**src/rtl/bsc_pkg.sv**
```systemverilog
// Package for the banker's safety check block: item types, codes and sizes.
// Used by bsc_ctrl, bsc_datapath and bankers_safety_check_with_recovery.
package bsc_pkg;

    localparam int unsigned PROCS_DEF = 8;
    localparam int unsigned RES_DEF   = 4;
    localparam logic [9:0]  CLAIM_MAX = 10'd1023;
    localparam logic [11:0] AVAIL_MAX = 12'd4095;

    typedef enum logic [1:0] {
        K_WR_ALLOC = 2'd0,
        K_WR_CLAIM = 2'd1,
        K_WR_AVAIL = 2'd2,
        K_RUN      = 2'd3
    } t_kind;

    typedef enum logic [1:0] {
        R_SAFE  = 2'd0,
        R_REMOV = 2'd1,
        R_STUCK = 2'd2,
        R_ACK   = 2'd3
    } t_rkind;

    typedef struct packed {
        logic [1:0] kind;
        logic [2:0] proc_index;
        logic [1:0] res_index;
        logic [7:0] value;
    } t_in_item;

    typedef struct packed {
        logic [1:0] result_kind;
        logic [2:0] proc_id;
        logic       last;
    } t_out_item;

    // Commands from the controller to the datapath.
    typedef struct packed {
        logic write;      // apply the table write from the input item
        logic init;       // copy available to working vector, clear finished mask
        logic scan;       // examine process at scan pointer
        logic commit;     // finish the process at the scan pointer
        logic sum_step;   // compare need sum of process at scan pointer with the least so far
        logic remove;     // recover the chosen process
        logic ptr_clr;    // reset the scan pointer and least-need search
        logic ptr_inc;    // advance the scan pointer
    } t_cmd;

    // Status from the datapath to the controller.
    typedef struct packed {
        logic fits;       // process at pointer is unfinished and fits
        logic ptr_last;   // pointer is at the last process
        logic all_done;   // every process finished
    } t_stat;

endpackage

```
**src/rtl/bsc_datapath.sv**
```systemverilog
// Datapath of the banker's safety check: tables, working vector, search logic.
// Depends on bsc_pkg; driven by bsc_ctrl.
module bsc_datapath
    import bsc_pkg::*;
#(
    parameter int unsigned PROCS = PROCS_DEF,
    parameter int unsigned RES   = RES_DEF
) (
    input  logic                     i_clk,
    input  logic                     i_rst_n,
    input  t_in_item                 i_item,
    input  t_cmd                     i_cmd,
    output t_stat                    o_stat,
    output logic [$clog2(PROCS)-1:0] o_ptr,
    output logic [$clog2(PROCS)-1:0] o_best,
    output logic [$clog2(PROCS)-1:0] o_first_unfin
);
    localparam int unsigned PW = (PROCS > 1) ? $clog2(PROCS) : 1;
    localparam int unsigned RW = (RES > 1) ? $clog2(RES) : 1;
    localparam int unsigned SW = 14;

    logic [7:0]  r_alloc [PROCS][RES];
    logic [9:0]  r_claim [PROCS][RES];
    logic [11:0] r_avail [RES];
    logic [11:0] r_work  [RES];
    logic [PROCS-1:0] r_fin;
    logic [PW-1:0] r_ptr;
    logic [PW-1:0] r_best;
    logic [SW-1:0] r_best_sum;

    logic [9:0]    need   [RES];
    logic          fits_all;
    logic [SW-1:0] sum;
    logic [PW-1:0] first_unfin;

    always_comb begin
        fits_all = 1'b1;
        sum      = '0;
        for (int r = 0; r < RES; r++) begin
            need[r] = (r_claim[r_ptr][r] > {2'b00, r_alloc[r_ptr][r]})
                    ? r_claim[r_ptr][r] - {2'b00, r_alloc[r_ptr][r]} : 10'd0;
            if ({2'b00, need[r]} > r_work[r]) begin
                fits_all = 1'b0;
            end
            sum = sum + SW'(need[r]);
        end
        first_unfin = '0;
        for (int p = PROCS - 1; p >= 0; p--) begin
            if (!r_fin[p]) begin
                first_unfin = PW'(p);
            end
        end
    end

    assign o_stat.fits     = fits_all && !r_fin[r_ptr];
    assign o_stat.ptr_last = (r_ptr == PW'(PROCS - 1));
    assign o_stat.all_done = &r_fin;
    assign o_ptr           = r_ptr;
    assign o_best          = r_best;
    assign o_first_unfin   = first_unfin;

    always_ff @(posedge i_clk) begin
        if (!i_rst_n) begin
            for (int p = 0; p < PROCS; p++) begin
                for (int r = 0; r < RES; r++) begin
                    r_alloc[p][r] <= '0;
                    r_claim[p][r] <= '0;
                end
            end
            for (int r = 0; r < RES; r++) begin
                r_avail[r] <= '0;
                r_work[r]  <= '0;
            end
            r_fin      <= '0;
            r_ptr      <= '0;
            r_best     <= '0;
            r_best_sum <= '0;
        end else begin
            if (i_cmd.write && (32'(i_item.res_index) < RES)) begin
                if (i_item.kind == K_WR_AVAIL) begin
                    r_avail[RW'(i_item.res_index)] <= {4'd0, i_item.value};
                end else if (32'(i_item.proc_index) < PROCS) begin
                    if (i_item.kind == K_WR_ALLOC) begin
                        r_alloc[PW'(i_item.proc_index)][RW'(i_item.res_index)]
                            <= i_item.value;
                    end else if (i_item.kind == K_WR_CLAIM) begin
                        r_claim[PW'(i_item.proc_index)][RW'(i_item.res_index)]
                            <= {2'b00, i_item.value};
                    end
                end
            end
            if (i_cmd.init) begin
                for (int r = 0; r < RES; r++) begin
                    r_work[r] <= r_avail[r];
                end
                r_fin <= '0;
            end
            if (i_cmd.commit) begin
                for (int r = 0; r < RES; r++) begin
                    r_work[r] <= ({1'b0, r_work[r]} + 13'(r_alloc[r_ptr][r]) > 13'(AVAIL_MAX))
                               ? AVAIL_MAX : r_work[r] + 12'(r_alloc[r_ptr][r]);
                end
                r_fin[r_ptr] <= 1'b1;
            end
            if (i_cmd.sum_step) begin
                if (r_ptr == '0 || sum < r_best_sum) begin
                    r_best_sum <= sum;
                    r_best     <= r_ptr;
                end
            end
            if (i_cmd.remove) begin
                for (int r = 0; r < RES; r++) begin
                    r_avail[r] <= ({1'b0, r_avail[r]} + 13'(r_alloc[r_best][r]) > 13'(AVAIL_MAX))
                                ? AVAIL_MAX : r_avail[r] + 12'(r_alloc[r_best][r]);
                    r_claim[r_best][r] <= ({1'b0, r_claim[r_best][r]}
                                          + 11'(r_alloc[r_best][r]) > 11'(CLAIM_MAX))
                                        ? CLAIM_MAX : r_claim[r_best][r] + 10'(r_alloc[r_best][r]);
                    r_alloc[r_best][r] <= '0;
                end
            end
            if (i_cmd.ptr_clr) begin
                r_ptr <= '0;
            end else if (i_cmd.ptr_inc) begin
                r_ptr <= r_ptr + 1'b1;
            end
        end
    end
endmodule

```
**src/rtl/bsc_ctrl.sv**
```systemverilog
// Controller state machine of the banker's safety check.
// Depends on bsc_pkg; commands bsc_datapath.
module bsc_ctrl
    import bsc_pkg::*;
#(
    parameter int unsigned PROCS = PROCS_DEF
) (
    input  logic                     i_clk,
    input  logic                     i_rst_n,
    input  logic                     i_start,
    input  t_kind                    i_kind,
    input  t_stat                    i_stat,
    input  logic [$clog2(PROCS)-1:0] i_ptr,
    input  logic [$clog2(PROCS)-1:0] i_best,
    input  logic [$clog2(PROCS)-1:0] i_first_unfin,
    input  logic [2:0]               i_proc_index,
    output t_cmd                     o_cmd,
    output logic                     o_busy,
    output logic                     o_valid,
    output t_out_item                o_result
);
    typedef enum logic [6:0] {
        S_IDLE  = 7'b0000001,
        S_INIT  = 7'b0000010,
        S_SCAN  = 7'b0000100,
        S_JUDGE = 7'b0001000,
        S_SUM   = 7'b0010000,
        S_EMIT  = 7'b0100000,
        S_REMV  = 7'b1000000
    } t_state;

    localparam int unsigned CW = $clog2(PROCS + 1);
    localparam int unsigned PW = $clog2(PROCS);

    t_state r_state, n_state;
    logic [CW-1:0] r_pass, n_pass;
    logic [CW-1:0] r_rem, n_rem;
    logic [PW-1:0] r_order [PROCS];
    logic [PW-1:0] r_ocnt;

    assign o_busy = (r_state != S_IDLE);

    always_comb begin
        n_state  = r_state;
        n_pass   = r_pass;
        n_rem    = r_rem;
        o_cmd    = '0;
        o_valid  = 1'b0;
        o_result = '0;
        unique case (r_state)
            S_IDLE: begin
                if (i_start) begin
                    if (i_kind == K_RUN) begin
                        n_state = S_INIT;
                        n_rem   = '0;
                    end else begin
                        o_cmd.write          = 1'b1;
                        o_valid              = 1'b1;
                        o_result.result_kind = R_ACK;
                        o_result.proc_id     = i_proc_index;
                        o_result.last        = 1'b1;
                    end
                end
            end
            S_INIT: begin
                o_cmd.init    = 1'b1;
                o_cmd.ptr_clr = 1'b1;
                n_pass        = '0;
                n_state       = S_SCAN;
            end
            S_SCAN: begin
                // One pass finds the lowest-index process that fits.
                if (i_stat.fits) begin
                    o_cmd.commit  = 1'b1;
                    o_cmd.ptr_clr = 1'b1;
                    n_pass        = r_pass + 1'b1;
                    if (r_pass == CW'(PROCS - 1)) begin
                        n_state = S_JUDGE;
                    end
                end else if (i_stat.ptr_last) begin
                    o_cmd.ptr_clr = 1'b1;
                    n_state       = S_JUDGE;
                end else begin
                    o_cmd.ptr_inc = 1'b1;
                end
            end
            S_JUDGE: begin
                o_cmd.ptr_clr = 1'b1;
                if (i_stat.all_done) begin
                    n_state = S_EMIT;
                end else if (r_rem == CW'(PROCS)) begin
                    o_valid              = 1'b1;
                    o_result.result_kind = R_STUCK;
                    o_result.proc_id     = 3'(i_first_unfin);
                    o_result.last        = 1'b1;
                    n_state              = S_IDLE;
                end else begin
                    n_state = S_SUM;
                end
            end
            S_SUM: begin
                o_cmd.sum_step = 1'b1;
                if (i_stat.ptr_last) begin
                    n_state = S_REMV;
                end else begin
                    o_cmd.ptr_inc = 1'b1;
                end
            end
            S_REMV: begin
                o_cmd.remove         = 1'b1;
                o_valid              = 1'b1;
                o_result.result_kind = R_REMOV;
                o_result.proc_id     = 3'(i_best);
                n_rem                = r_rem + 1'b1;
                n_state              = S_INIT;
            end
            S_EMIT: begin
                o_valid              = 1'b1;
                o_result.result_kind = R_SAFE;
                o_result.proc_id     = 3'(r_order[i_ptr]);
                if (i_stat.ptr_last) begin
                    o_result.last = 1'b1;
                    n_state       = S_IDLE;
                end else begin
                    o_cmd.ptr_inc = 1'b1;
                end
            end
            default: n_state = S_IDLE;
        endcase
    end

    always_ff @(posedge i_clk) begin
        if (!i_rst_n) begin
            r_state <= S_IDLE;
            r_pass  <= '0;
            r_rem   <= '0;
            r_ocnt  <= '0;
        end else begin
            r_state <= n_state;
            r_pass  <= n_pass;
            r_rem   <= n_rem;
            if (r_state == S_INIT) begin
                r_ocnt <= '0;
            end else if (o_cmd.commit) begin
                r_ocnt <= r_ocnt + 1'b1;
            end
        end
    end

    always_ff @(posedge i_clk) begin
        if (o_cmd.commit) begin
            r_order[r_ocnt] <= i_ptr;
        end
    end
endmodule

```
**src/rtl/bankers_safety_check_with_recovery.sv**
```systemverilog
// Top level of the banker's safety check with deadlock recovery.
// Depends on bsc_pkg, bsc_ctrl and bsc_datapath.
//
// Write items (allocation, claim, available) are acknowledged in the same
// cycle in which they are taken, so writes can arrive back to back. A run
// item holds busy while the controller walks the process rows one per cycle:
// each safety check loads the working vector, scans the rows and judges the
// result, each recovery runs a least-need search over all rows and removes
// the chosen process, and a safe order is output process by process.
// Results appear with o_valid for a single cycle and the receiver cannot
// stall them; proc_id is the process concerned and last marks the final
// result of the item.
module bankers_safety_check_with_recovery
    import bsc_pkg::*;
#(
    parameter int unsigned PROCS = PROCS_DEF,
    parameter int unsigned RES   = RES_DEF
) (
    input  logic      i_clk,
    input  logic      i_rst_n,
    input  logic      start,
    output logic      busy,
    input  t_in_item  i_item,
    output logic      o_valid,
    output t_out_item o_result
);
    localparam int unsigned PW = $clog2(PROCS);

    t_cmd          cmd;
    t_stat         stat;
    logic [PW-1:0] ptr, best, first_unfin;

    // The controller sequences checks and recovery; the datapath holds tables.
    bsc_ctrl #(.PROCS(PROCS)) u_ctrl (
        .i_clk         (i_clk),
        .i_rst_n       (i_rst_n),
        .i_start       (start),
        .i_kind        (t_kind'(i_item.kind)),
        .i_stat        (stat),
        .i_ptr         (ptr),
        .i_best        (best),
        .i_first_unfin (first_unfin),
        .i_proc_index  (i_item.proc_index),
        .o_cmd         (cmd),
        .o_busy        (busy),
        .o_valid       (o_valid),
        .o_result      (o_result)
    );

    bsc_datapath #(.PROCS(PROCS), .RES(RES)) u_dp (
        .i_clk         (i_clk),
        .i_rst_n       (i_rst_n),
        .i_item        (i_item),
        .i_cmd         (cmd),
        .o_stat        (stat),
        .o_ptr         (ptr),
        .o_best        (best),
        .o_first_unfin (first_unfin)
    );
endmodule
```
**config.mk**
```make
export PLATFORM = sky130hd
export DESIGN_NAME = bankers_safety_check_with_recovery
export DESIGN_NICKNAME = d
export VERILOG_FILES = /design/src/rtl/bsc_pkg.sv /design/src/rtl/bsc_datapath.sv /design/src/rtl/bsc_ctrl.sv /design/src/rtl/bankers_safety_check_with_recovery.sv
export SDC_FILE = /design/constraint.sdc
export NUM_CORES = 2
export LEC_CHECK = 0
export BUFFER_PORTS_ARGS = -buffer_cell sky130_fd_sc_hd__buf_2
export CORE_ASPECT_RATIO = 1.75
export CORE_MARGIN = 2
export CORE_UTILIZATION = 67
export CTS_CLUSTER_SIZE = 28
export DETAILED_ROUTE_END_ITERATION = 10
export MAX_ROUTING_LAYER = met4
export PLACE_DENSITY_LB_ADDON = 0.08
export SYNTH_ARGS = -nofsm -noshare
export SYNTH_HDL_FRONTEND = slang
export SYNTH_SLANG_ARGS = --single-unit
export TNS_END_PERCENT = 50
```
**constraint.sdc**
```tcl
create_clock -name i_clk -period 16.2 [get_ports i_clk]
set_input_delay 0.81 -clock i_clk [delete_from_list [all_inputs] [get_ports i_clk]]
set_output_delay 0.81 -clock i_clk [all_outputs]
set_load 0.1 [all_outputs]
```
Word-level counts from Yosys, hierarchy flattened
Memories as Yosys holds them, arrays and structs flattened. A register that Yosys moved wholly into a read port is not among the register bits. Index checks and enable logic that the tools add are counted.

Mux-type cells: 140. Reduce and logical (&&, ||, !) cells: 24. Bitwise operators: 15. Add/sub/neg operators: 35. Magnitude comparators: 25. Equal/unequal tests: 21.

Operator list (number): $mux 12 (21); $mux 40 (5); $mux 32 (5); $add 12x8->13 (8); $gt 13x12->1 const B (8); $add 12x8->12 (8); $mux 10 (9); $reduce_or 40->1 (2); $mux 3 (22); $reduce_or 32->1 (2); $mux 7 (8); $pmux 7 s7 (1); $gt 10x12->1 (4); $mux 1 (45); $add 10x8->11 (4); $gt 11x10->1 const B (4); $add 10x8->10 (4); $gt 10x8->1 (4); $sub 10x8->10 (4); $mux 8 (4); $add 14x10->14 (2); $mux 6 (4); $demux 10 s2 (1); $pmux 5 s4 (1); other kinds (50) (80).

RAM bits: 696. Register bits after elaboration: 46. Input bits: 18. Output and inout port bits: 8. Logic and storage cells: 273. Memories: 5.

Memory list: u_dp.r_claim (depth 8, bits a word 40, rd ports 2, clocked after memory_dff 2, wr ports 8, RTL line bsc_datapath.sv:23) `logic [9:0] r_claim [PROCS][RES];`; u_dp.r_alloc (depth 8, bits a word 32, rd ports 2, clocked after memory_dff 2, wr ports 8, RTL line bsc_datapath.sv:22) `logic [7:0] r_alloc [PROCS][RES];`; u_dp.r_avail (depth 4, bits a word 12, rd ports 4, clocked after memory_dff 0, wr ports 4, RTL line bsc_datapath.sv:24) `logic [11:0] r_avail [RES];`; u_dp.r_work (depth 4, bits a word 12, rd ports 4, clocked after memory_dff 0, wr ports 4, RTL line bsc_datapath.sv:25) `logic [11:0] r_work [RES];`; u_ctrl.r_order (depth 8, bits a word 3, rd ports 1, clocked after memory_dff 1, wr ports 1, RTL line bsc_ctrl.sv:38) `logic [PW-1:0] r_order [PROCS];`.

Logic depth before layout (Yosys ltp)
Word-level depth: 14. Mapped depth: 41. Mapped depth without buffers: 34.

Hierarchy
A second synthesis with hierarchy kept.

Cells, all modules: 4667. Area, all modules: 47072.6 µm².

By module, submodules not included: bsc_datapath (area an instance 44854.3 µm², cells an instance 4463, instances 1); bsc_ctrl (area an instance 2218.4 µm², cells an instance 204, instances 1).

Worst setup path before layout
No wires, ideal clock.

Path kind: register -> register. Start: register (tool-made name). End: register (tool-made name). Cell stages (with the launch flop): 34. Buffers on the path: 6. Required time: 16.068 ns. Setup slack: 6.971 ns. Arrival time: 9.097 ns. Path through: dfxtp_1 -> buf_2 -> buf_2 -> buf_2 -> buf_1 -> mux4_2 -> mux2_2 -> fa_1 -> a211oi_1 -> o21bai_1 -> o211ai_2 -> and3_1 -> buf_2 -> or2_2 -> inv_1 -> ha_1 -> maj3_2 -> a2111oi_4 -> o31ai_1 -> a21oi_1 -> xor2_1 -> fa_1 -> inv_1 -> ha_1 -> o41ai_1 -> o21ai_0 -> xor2_1 -> ha_1 -> o21a_1 -> o2bb2ai_1 -> o31ai_1 -> clkbuf_1 -> mux2i_1 -> nor2_1.

==> results_dict.tcl <==
set metrics [dict create \
    yosys.area.top_type_share_pct 45.5 \
    critical_path_at_ns 10.39 \
    worst_r2r_endpoint "u_dp.r_best_sum[3]$_SDFFE_PN0P_" \
    timing.max_slew.rel_slack_pct 3.26 \
    hold_buffers 0 \
    synth_area_in_compound_gates_pct 7.57 \
    synth-edff-count 680 \
    yosys.cell_types.count 89 \
    start_to_end_type_of_the_worst_setup_path "reg -> reg" \
    worst_path_most_repeated_cell "ha_1" \
    slew_violations 0 \
    finalHoldViolations 0 \
    detailed_route_via_count 32787 \
    row_count 125 \
    rrSetupSlack_ns 6.33 \
    status "finished, final reports clean" \
    detail_route.first_pass.iterations 6 \
    clk_path_buf_depth 3 \
    leading_register_cell_type_out_of_synthesis "edfxtp_1" \
    grt_util_overall_pct 42.6 \
    via_count_of_the_first_global_routing_pass 33976 \
    io_buffers 25 \
    global_route.overflow_total 0 \
    min-delay-path-class "reg -> reg" \
    cells_after_synthesis 3792 \
    synth-seq-area-share_pct 48.5 \
    synthMostInstantiatedCell "nor2_1" \
    synth-simple-area-share_pct 12.2 \
    xor_xnor_share_of_the_synthesized_area_pct 2.36 \
    placed_cells 4582 \
    antenna_violating_nets_post_route 0 \
    setup-tns-final_ns 0 \
    power.density_nw_per_um2 99.5 \
    finalNonFillerCells 4718 \
    timing.final.crit_share_pct 61.0 \
    timing.critical_path.to_type "register" \
    worst_path_dominant_cell_family "compound AO/OA/AOI/OAI gates" \
    numCtsBuffers 70 \
    synth_top_cells_by_area "edfxtp_1, mux4_2, nor2_1" \
    leakage_nw 17.9 \
    max_freq_mhz 101 \
    clock_tree.root_cell "clkbuf_16" \
    post-route-min-period_ns 9.87 \
    crit_path_start_kind "register" \
    slowest_stage "buf_4" \
    htreeDepth 3 \
    finClkSkew_ns 0.0258 \
    drive_gt1_share_pct 16.5 \
    grt_antenna_before_repair 6 \
    post_synth.cell_area_avg_um2 11.8 \
    slowest_delay_ns 0.89 \
    start_util_pct 67.6 \
    post_cts_resize_count 0 \
    grt_pass1_wl_um 206000 \
    ir_drop_mv 0.107 \
    tritoncts "done" \
    cts_setup_buffers 0 \
    design.final.nets 4014 \
    critical_path_peak_fanout 46 \
    path_buf_inv 4 \
    setup_viol_count_final 0 \
    synthesis.area_um2 44800 \
    maximum_number_of_pins_on_one_net_before_global_route_repair 73 \
    synth.ff_latch_count 746 \
    yosys.area_share.adder_pct 6.92 \
    core_region_area_um2 66300 \
    die_area_um2 69100 \
    hpwlAfterDp_um 99500 \
    die_h_um 346 \
    clkSinkCount 746 \
    critPathRequiredTime_ns 16.71 \
    synth_mux_area_share_pct 19.3 \
    synth_async_sr_flop_share_pct 0 \
    post-synth-top-area-cell "edfxtp_1" \
    clkSlewWorstSetupHoldPaths_ns 0.06 \
    hold_end "u_ctrl.r_rem[3]$_SDFFE_PN0P_" \
    die_width_um 200 \
    vias_per_std_cell 6.95 \
    postRouteWirelength_um 140000 \
    clk-insertion-delay-late_ns 0.65 \
    max_cap_viol 0 \
    area_growth_syn_to_layout_pct 7.40 \
    syn_nets 4041 \
    synth.cells.most_frequent "nor2_1, edfxtp_1, nand2_1" \
    rsz0062_at_grt "false" \
    hp-start "u_ctrl.r_rem[3]$_SDFFE_PN0P_" \
    ios 26 \
    holdPathStages 2 \
    max_slew.worst_pin.slew_ns 1.45 \
    main_combinational_cell_family_by_area_after_synthesis "multiplexers" \
    gp_congestion 1.02 \
    r2r.worst_path.cells 30 \
    drt_drc_violations_left 0 \
    post_drt_wl_per_cell_um 29.6 \
    detailedRoute.firstIterationViolations 3269 \
    synthesis.yosys.warnings 0 \
]
[tightest hold or removal path, delay by kind of cell (launching register included)]
kind	cells	cell delay, ns
simple gates	1	0.06
flops	1	0.32
compound gates	1	0.06
[power breakdown]
part	internal [mW]	leakage, nW	switching, mW
Clock	0.975	1.14	0.775
Combinational	0.313	9.26	0.527
Sequential	2.16	7.55	0.0435
Total	3.45	17.9	1.35
[cell usage in the layout (no fill, tap or decap), types with 8 or more instances in the layout]
master	Yosys	final
clkbuf_16	0	72
and2_1	27	26
fa_1	27	27
o21a_1	8	8
o21ai_1	73	73
mux4_2	293	293
a211oi_1	12	12
ha_1	204	204
nand2_1	372	371
o31ai_1	24	23
a311oi_1	10	10
nand3_1	33	33
buf_4	0	40
xor2_1	26	26
o21bai_1	40	40
nor2b_1	17	17
nor3b_1	12	12
o21ai_0	93	93
a21oi_1	126	126
nor2_1	739	731
mux2i_1	74	74
or2_2	16	16
nor3_1	27	27
nor2_2	1	8
a211o_1	9	9
a21o_1	52	52
nand4_1	19	19
inv_1	198	198
a31oi_1	15	15
buf_2	13	25
edfxtp_1	680	680
xnor2_1	92	92
clkbuf_1	89	16
bufinv_16	0	8
o211ai_1	9	9
diode_2	0	8
mux2_2	108	108
nand2b_1	11	11
dfxtp_1	66	60
[worst max-delay path by stage]
stage	from	endpoint	cells past startpoint
6_report	register	u_dp.r_best_sum[3]$_SDFFE_PN0P_	30
2_1_floorplan	register	register	33
3_5_place_dp	register	u_dp.r_best_sum[2]$_SDFFE_PN0P_	30
3_3_place_gp	register	register	30
5_1_grt	register	register	30
4_1_cts	register	u_dp.r_best_sum[3]$_SDFFE_PN0P_	30
[cell families (layout without fill, tap and decap cells)]
family / after synthesis / count (layout)
simple gates: 1317 / 1317
flops: 746 / 746
compound gates: 532 / 532
mux: 480 / 480
buf+inv: 366 / 395
fa+ha+maj: 232 / 232
xor+xnor: 119 / 119
other cells: 0 / 8
[through the flow]
step	util, %	cell area, um2	hold slack, ns	worst slack (ns)	total power, mW
global placement	69.0	45800	0.457	6.66	3.03
global route	72.6	48200	0.489	5.73	4.93
finish	72.6	48200	0.485	6.33	4.79
detailed placement	69.0	45800	0.463	6.42	3.06
floorplan	-	44800	0.441	6.97	2.82
CTS	72.6	48100	0.472	6.34	4.76
[registers in the layout, summed over array words and instances, names as in the netlist, named ones only]
| register | count |
|---|---|
| u_dp.o_ptr | 3 |
| u_ctrl.r_rem | 4 |
| u_ctrl.r_order | 24 |
| u_dp.o_best | 3 |
| u_dp.r_avail | 48 |
| u_dp.r_work | 48 |
| u_dp.r_fin | 8 |
| u_ctrl.r_pass | 4 |
| u_dp.r_claim | 320 |
| u_dp.r_best_sum | 12 |
| u_ctrl.r_ocnt | 3 |
| u_ctrl.r_state | 7 |
| u_dp.r_alloc | 256 |
[final cells by class]
cell class | count | area, um2
antenna | 8 | 20.0
clock buffer | 93 | 1920
clock inverter | 35 | 434
fill | 4596 | 18200
inverter | 202 | 758
multi-input combinational | 2680 | 21700
sequential | 746 | 21800
tap | 889 | 1110
timing repair buffer | 65 | 425
[metal layers]
layer / GRT usage, % / wire [um] / up-vias
met1: 43.6 / 42000 / 16007
li1: - / - / 13969
met5: - / 0 / -
met2: 68.5 / 69800 / 2090
met3: 9.91 / 13700 / 721
met4: 35.9 / 14200 / 0
Note: power is estimated with default switching activity, not from simulation.
